--- src/design/fwcr_pkg.sv ---
// Shared types and constants for the FIFO with cursor removal.
`default_nettype none
package fwcr_pkg;

    localparam int DEPTH_DEF  = 16;
    localparam int DATA_WIDTH = 16;
    localparam int CAP_W      = 5;
    localparam int ACT_W      = 4;
    localparam int POS_W      = 5;
    localparam int OUT_W      = 64;

    localparam logic [CAP_W-1:0] CAP_RESET = 5'd16;

    typedef enum logic [ACT_W-1:0] {
        ACT_ENQUEUE = 4'd0,
        ACT_DEQUEUE = 4'd1,
        ACT_CLEAR   = 4'd2,
        ACT_BEGIN   = 4'd3,
        ACT_END     = 4'd4,
        ACT_NEXT    = 4'd5,
        ACT_PRIOR   = 4'd6,
        ACT_REMOVE  = 4'd7,
        ACT_QUERY   = 4'd8
    } action_t;

    typedef struct packed {
        logic load;
        logic shift;
    } cell_ctl_t;

endpackage
`default_nettype wire

--- src/design/fwcr_cell.sv ---
// One storage cell of the shifting entry array.
`default_nettype none
module fwcr_cell #(
    parameter int DEPTH = fwcr_pkg::DEPTH_DEF,
    parameter int INDEX = 0
) (
    input  logic                              aclk,
    input  fwcr_pkg::cell_ctl_t               ctl,
    input  logic [$clog2(DEPTH)-1:0]          sel_idx,
    input  logic [fwcr_pkg::DATA_WIDTH-1:0]   wr_data,
    input  logic [fwcr_pkg::DATA_WIDTH-1:0]   nb_data,
    input  logic [$clog2(DEPTH)-1:0]          rd_idx,
    output logic [fwcr_pkg::DATA_WIDTH-1:0]   data_o,
    output logic [fwcr_pkg::DATA_WIDTH-1:0]   rd_o
);
    import fwcr_pkg::*;

    localparam int IW = $clog2(DEPTH);
    localparam logic [IW-1:0] MY_IDX = IW'(INDEX);

    logic [DATA_WIDTH-1:0] data_reg;
    logic [DATA_WIDTH-1:0] data_next;

    // A shift pulls the upper neighbor into every cell at or above the gap.
    always_comb begin
        data_next = data_reg;
        if (ctl.shift && (MY_IDX >= sel_idx)) begin
            data_next = nb_data;
        end else if (ctl.load && (MY_IDX == sel_idx)) begin
            data_next = wr_data;
        end
    end

    always_ff @(posedge aclk) begin
        data_reg <= data_next;
    end

    assign data_o = data_reg;
    assign rd_o   = (MY_IDX == rd_idx) ? data_reg : '0;

endmodule
`default_nettype wire

--- src/design/fifo_with_cursor_removal_core.sv ---
// Top level of the bounded FIFO with a navigation cursor and removal at the cursor.
`default_nettype none
// Each input transaction carries one action in s_tuser and an item value in s_tdata, and
// yields exactly one result transaction that reports the queue after the action. The items
// sit in a row of cells that all shift in the same clock, so every action, including a
// removal from the middle, is applied in the cycle it is accepted; the result is formed from
// the updated cells and loaded into the output register once it is free. With m_tready held
// high a new transaction is accepted every cycle; otherwise the block holds at most one
// action whose result has not been registered yet and stalls s_tready until the output
// register frees up. The user must write the capacity through cfg_wr_en and cfg_wr_data only
// while the block is idle, which it does not enforce; 0 acts as 1, values above DEPTH as DEPTH.
module fifo_with_cursor_removal_core #(
    parameter int DEPTH = fwcr_pkg::DEPTH_DEF
) (
    input  logic                          aclk,
    input  logic                          aresetn,
    input  logic                          cfg_wr_en,
    input  logic [fwcr_pkg::CAP_W-1:0]    cfg_wr_data,
    input  logic                          s_tvalid,
    output logic                          s_tready,
    // data_in [15:0]
    input  logic [fwcr_pkg::DATA_WIDTH-1:0] s_tdata,
    // action [3:0]
    input  logic [fwcr_pkg::ACT_W-1:0]    s_tuser,
    output logic                          m_tvalid,
    input  logic                          m_tready,
    // status [0], removed_value [16:1], head_value [32:17], cursor_value [48:33],
    // item_count [53:49], cursor_position [58:54], is_empty [59], is_full [60], zeros above
    output logic [fwcr_pkg::OUT_W-1:0]    m_tdata
);
    import fwcr_pkg::*;

    localparam int IW   = $clog2(DEPTH);
    localparam int CW   = $clog2(DEPTH + 1);
    localparam int CURW = CW + 1;

    logic [CAP_W-1:0]       cap_reg;
    logic [CW-1:0]          cnt_reg, cnt_next;
    logic signed [CURW-1:0] cur_reg, cur_next;
    logic                   pend_reg;
    logic                   mvalid_reg;
    logic                   status_reg, status_next;
    logic [DATA_WIDTH-1:0]  removed_reg, removed_next;
    logic [OUT_W-1:0]       mdata_reg, mdata_next;

    logic                   accept, out_load;
    action_t                act;
    cell_ctl_t              ctl, cell_ctl;
    logic [IW-1:0]          sel_idx;
    logic [IW-1:0]          rd_idx;
    logic [CW-1:0]          cap_eff;
    logic                   full;
    logic signed [CURW-1:0] cnt_s, cnt_m1;
    logic                   cur_ok;
    logic [DATA_WIDTH-1:0]  rd_any;
    logic [DATA_WIDTH-1:0]  head_val, cur_val;
    logic [31:0]            cnt32;
    logic signed [31:0]     cur32;

    logic [DATA_WIDTH-1:0]  cell_data [DEPTH];
    logic [DATA_WIDTH-1:0]  cell_rd   [DEPTH];

    assign out_load = pend_reg && (!mvalid_reg || m_tready);
    assign s_tready = !pend_reg || out_load;
    assign accept   = s_tvalid && s_tready;
    assign act      = action_t'(s_tuser);
    assign m_tvalid = mvalid_reg;
    assign m_tdata  = mdata_reg;

    always_comb begin
        if (cap_reg == '0) begin
            cap_eff = CW'(1);
        end else if (int'(cap_reg) > DEPTH) begin
            cap_eff = CW'(DEPTH);
        end else begin
            cap_eff = CW'(cap_reg);
        end
    end

    assign full   = (cnt_reg >= cap_eff);
    assign cnt_s  = signed'({1'b0, cnt_reg});
    assign cnt_m1 = cnt_s - CURW'(1);
    assign cur_ok = (cur_reg >= 0) && (cur_reg < cnt_s);
    assign rd_idx = cur_reg[IW-1:0];

    always_comb begin
        rd_any = '0;
        for (int i = 0; i < DEPTH; i++) begin
            rd_any = rd_any | cell_rd[i];
        end
    end

    always_comb begin
        cnt_next     = cnt_reg;
        cur_next     = cur_reg;
        status_next  = 1'b0;
        removed_next = '0;
        ctl          = '0;
        sel_idx      = cnt_reg[IW-1:0];
        case (act)
            ACT_ENQUEUE: begin
                if (full) begin
                    status_next = 1'b1;
                end else begin
                    ctl.load = 1'b1;
                    cnt_next = cnt_reg + CW'(1);
                    cur_next = cnt_s;
                end
            end
            ACT_DEQUEUE: begin
                if (cnt_reg == '0) begin
                    status_next = 1'b1;
                end else begin
                    removed_next = cell_data[0];
                    ctl.shift    = 1'b1;
                    sel_idx      = '0;
                    cnt_next     = cnt_reg - CW'(1);
                    if (cnt_reg == CW'(1)) begin
                        cur_next = '1;
                    end else if (cur_reg >= 0) begin
                        cur_next = cur_reg - CURW'(1);
                    end
                end
            end
            ACT_CLEAR: begin
                cnt_next = '0;
                cur_next = '1;
            end
            ACT_BEGIN: begin
                if (cnt_reg == '0) begin
                    status_next = 1'b1;
                end else begin
                    cur_next = '0;
                end
            end
            ACT_END: begin
                if (cnt_reg == '0) begin
                    status_next = 1'b1;
                end else begin
                    cur_next = cnt_m1;
                end
            end
            ACT_NEXT: begin
                if (cur_reg < cnt_m1) begin
                    cur_next = cur_reg + CURW'(1);
                end else begin
                    status_next = 1'b1;
                end
            end
            ACT_PRIOR: begin
                if (cur_reg > 0) begin
                    cur_next = cur_reg - CURW'(1);
                end else begin
                    status_next = 1'b1;
                end
            end
            ACT_REMOVE: begin
                if ((cnt_reg == '0) || !cur_ok) begin
                    status_next = 1'b1;
                end else begin
                    removed_next = rd_any;
                    ctl.shift    = 1'b1;
                    sel_idx      = cur_reg[IW-1:0];
                    cnt_next     = cnt_reg - CW'(1);
                    if (cnt_reg == CW'(1)) begin
                        cur_next = '1;
                    end else if (cur_reg != 0) begin
                        cur_next = cur_reg - CURW'(1);
                    end
                end
            end
            ACT_QUERY: begin
                status_next = 1'b0;
            end
            default: begin
                status_next = 1'b1;
            end
        endcase
    end

    assign cell_ctl = accept ? ctl : '0;

    for (genvar g = 0; g < DEPTH; g++) begin : g_cell
        logic [DATA_WIDTH-1:0] nb;
        if (g == DEPTH - 1) begin : g_last
            assign nb = cell_data[g];
        end else begin : g_mid
            assign nb = cell_data[g+1];
        end
        fwcr_cell #(
            .DEPTH (DEPTH),
            .INDEX (g)
        ) u_cell (
            .aclk    (aclk),
            .ctl     (cell_ctl),
            .sel_idx (sel_idx),
            .wr_data (s_tdata),
            .nb_data (nb),
            .rd_idx  (rd_idx),
            .data_o  (cell_data[g]),
            .rd_o    (cell_rd[g])
        );
    end

    assign head_val = (cnt_reg != '0) ? cell_data[0] : '0;
    assign cur_val  = cur_ok ? rd_any : '0;
    assign cnt32    = 32'(cnt_reg);
    assign cur32    = 32'(cur_reg);

    always_comb begin
        mdata_next = {3'b000, full, (cnt_reg == '0), cur32[POS_W-1:0], cnt32[POS_W-1:0],
                      cur_val, head_val, removed_reg, status_reg};
    end

    always_ff @(posedge aclk) begin
        if (!aresetn) begin
            cap_reg    <= CAP_RESET;
            cnt_reg    <= '0;
            cur_reg    <= '1;
            pend_reg   <= 1'b0;
            mvalid_reg <= 1'b0;
        end else begin
            if (cfg_wr_en) begin
                cap_reg <= cfg_wr_data;
            end
            if (accept) begin
                cnt_reg <= cnt_next;
                cur_reg <= cur_next;
            end
            if (accept) begin
                pend_reg <= 1'b1;
            end else if (out_load) begin
                pend_reg <= 1'b0;
            end
            if (out_load) begin
                mvalid_reg <= 1'b1;
            end else if (m_tready) begin
                mvalid_reg <= 1'b0;
            end
        end
    end

    always_ff @(posedge aclk) begin
        if (accept) begin
            status_reg  <= status_next;
            removed_reg <= removed_next;
        end
        if (out_load) begin
            mdata_reg <= mdata_next;
        end
    end

endmodule
`default_nettype wire

--- config.mk ---
export PLATFORM = sky130hd
export DESIGN_NAME = fifo_with_cursor_removal_core
export DESIGN_NICKNAME = d
export VERILOG_FILES = /design/src/design/fwcr_pkg.sv /design/src/design/fwcr_cell.sv /design/src/design/fifo_with_cursor_removal_core.sv
export SDC_FILE = /design/constraint.sdc
export NUM_CORES = 1
export LEC_CHECK = 0
export BUFFER_PORTS_ARGS = -buffer_cell sky130_fd_sc_hd__buf_2
export CORE_MARGIN = 1
export CORE_UTILIZATION = 46
export DETAILED_ROUTE_END_ITERATION = 8
export GPL_TIMING_DRIVEN = 1
export PLACE_DENSITY_LB_ADDON = 0.08
export SLEW_MARGIN = 5
export SYNTH_ARGS = -nofsm -noshare
export SYNTH_HDL_FRONTEND = slang
export SYNTH_HIERARCHICAL = 1
export SYNTH_SLANG_ARGS = --single-unit
--- constraint.sdc ---
create_clock -name aclk -period 11.9 [get_ports aclk]
set_input_delay 0 -clock aclk [delete_from_list [all_inputs] [get_ports aclk]]
set_output_delay 0 -clock aclk [all_outputs]
set_load 0.1 [all_outputs]
==> flow_summary.ini <==
[timing]
fin_crit_sh_pct = 43.1
hold_viol_final = 0
fmax_mhz = 195
setup_viol = 0
drv_slew = 0
tns_ns = 0
skew_ns = 0.0225
period_needed_ns = 5.12
maxSlewHeadroom_pct = 21.0
worst_pin_slew_ns = 1.18
rsz0062_at_grt = false

[critical_path]
crit_family = buffers and inverters
max_stage_delay_ns = 0.78
worstPathRequired_ns = 12.20
worstPathBufferInverterCount = 5
path_cells = inv_1 > ha_1 > or4b_4 > clkinv_1 > nor4_4 > buf_4 > nand2_1 > o31ai_4 > buf_4 > o21a_1 > nor2_1 > buf_4
slowest_stage = o21a_1
criticalPathCategory = flip-flop to flip-flop
startpoint_type = flip-flop
rr_startpoint = cnt_reg[0]
cp.arrival_ns = 5.43
endpoint_kind = flip-flop
cpMostUsedCell = buf_4
critPathLaunch = cnt_reg[0]
path_max_fanout = 44

[place]
dp_hpwl_mm = 33.5
place_congestion = 0.848
io_buffers = 92

[synth]
yosysMostFrequentCell = edfxtp_1
avgSynthCellArea_um2 = 13.3
ys.flop_type = edfxtp_1
async_flop_share_pct = 0
synth_common_cells = edfxtp_1 (334), and2_1 (273), mux2_4 (119)
yosysTopAreaCell = edfxtp_1
synth-seq-area-share_pct = 53.2
syn_area_um2 = 19500
ys_ff_latch = 352
syn_inst = 1463
yosysWarnings = 6
synth_edf_count = 334
synth_cell_types = 94
synth_area_leaders = edfxtp_1 (51%), mux2_4 (9.2%), and2_1 (8.8%), mux2_2 (6.1%), nor4_1 (2.1%)
synthDominantCellAreaShare_pct = 51.4

[clock_network]
ctsResizeCount = 0
cts.clk_slew.worst_paths_ns = 0.06
cts.sinks = 352
cts_root_buf = clkbuf_16
cts_tree = done
cts_buffers = 40
post-cts-setup-buffers = 0
clock_latency_ns = 0.57
clockBufferDepth = 3
htreeDepth = 2

[floorplanning]
num_io_pins = 96
dieHeight_um = 208
core_area_um2 = 41900
rows = 75
dieWidth_um = 208
dieArea_um2 = 43300
start_util_pct = 46.6

[power]
pwr_density_cell_nw_per_um2 = 136
power_mw = 2.96
p_sw_uw = 766
p_int_mw = 2.20
power_frac_comb_pct = 12.6
leakagePower_nw = 8.15
clockPowerShare_pct = 40.3
switching_share_pct = 25.8
peakVddDrop_uv = 90.2
pwr-share-seq_pct = 47.1

[finish]
diodes = 0
largest_reg_flops = 256
area_growth_pct = 12.0
drive_gt1_share_pct = 29.4
nFillCells = 3573
nets = 1623

[global_routing]
antenna_found_initial = 0
grt_pass1_vias = 12200
grt_start_max_net_pins = 85
grt_pass1_wl_mm = 75.3
grt_use_total_pct = 22.5
grt-ovfl-total = 0

[worst_hold_path]
hold_class = input port to flip-flop
worstHoldStart = s_tdata[4]

[detailed_routing]
drt-pass1-iter-count = 4
routed_via_density = 5.67
drtAntennaViolNets = 0
vias = 12100
drt-initial-drc-count = 832
wl_per_cell_um = 22.7
wirelength_mm = 48.6
drc = 0

[job]
maxCapViolations = 0

[status]
status = finished, final reports clean
-- worst paths after layout --
path / to / slack (ns) / cells after the start
worst max-delay path: g_cell[9].u_cell/data_o[5] / 6.78 / 12
worst max register to register: g_cell[9].u_cell/data_o[5] / 6.78 / 12
worst min-delay path: g_cell[13].u_cell/data_o[4] / 0.03 / 3
worst min register to register: m_tdata[16] / 0.42 / 0
-- metal layers --
layer	up-vias	wire length [um]	track usage, %
li1	5751	-	-
met1	6019	23500	33.1
met2	307	22000	35.2
met3	65	2260	3.46
met4	0	813	4.90
met5	-	0	0
-- repair_timing --
| item | in CTS | in global routing |
|---|---|---|
| hold endpoints to repair | 26 | 0 |
| setup endpoints to repair | 0 | 0 |
| hold buffers | 25 | 0 |
-- worst register-to-register path, stage by stage (launching register included) --
cell      delay (ns)
dfxtp_1         0.71
inv_1           0.27
ha_1            0.36
or4b_4          0.39
clkinv_1        0.26
nor4_4          0.31
buf_4           0.32
nand2_1         0.15
o31ai_4         0.08
buf_4           0.60
o21a_1          0.83
nor2_1          0.29
buf_4           0.28
-- power groups by stage --
| stage | Combinational, mW | Clock [mW] | Sequential (mW) |
|---|---|---|---|
| after floorplan | 0.190 | 0 | 1.50 |
| after global placement | 0.360 | 0 | 1.42 |
| after detailed placement | 0.364 | 0 | 1.42 |
| after CTS | 0.372 | 1.22 | 1.40 |
| after global routing | 0.397 | 1.27 | 1.40 |
| final | 0.374 | 1.19 | 1.40 |
-- through the flow --
step	utilization [%]	hold slack, ns	setup slack [ns]	instance area, um2	cells
2_1_floorplan	-	0.129	5.29	19500	1465
3_3_place_gp	48.7	0.246	6.86	20400	2046
3_5_place_dp	48.7	0.248	6.84	20400	2046
4_1_cts	52.2	0.00378	6.80	21900	2143
5_1_grt	52.2	0.0378	6.40	21900	2143
6_report	52.2	0.0271	6.78	21900	2143
-- cell families after synthesis --
family / Yosys count / share of synthesized area (%)
compound gates: 161 / 6.98
simple gates: 581 / 19.0
xor+xnor: 9 / 0.404
buf+inv: 111 / 3.64
mux: 229 / 15.5
flops: 352 / 53.2
fa+ha+maj: 19 / 1.22
other cells: 1 / 0.0192
-- cells in the final DEF (no fill, tap or decap), drive strengths merged, types with 21 or more instances in the layout --
master,instances
a21oi,25
and2,275
buf,118
clkbuf,52
dlygate4sd3,25
edfxtp,334
inv,35
mux2,224
nand2,62
nand4,35
nor2,29
nor2b,21
nor4,71
o211ai,24
o21ai,22
-- layout make-up --
type | instances | area, um2 | share of cell area [%]
multi-input combinational | 1002 | 8510 | 38.9
sequential | 352 | 10400 | 47.5
timing repair buffer | 143 | 906 | 4.15
clock inverter | 20 | 195 | 0.893
inverter | 35 | 131 | 0.601
clock buffer | 52 | 1050 | 4.79
tap | 539 | 674 | 3.09
Note: power is estimated with default switching activity, not from simulation.
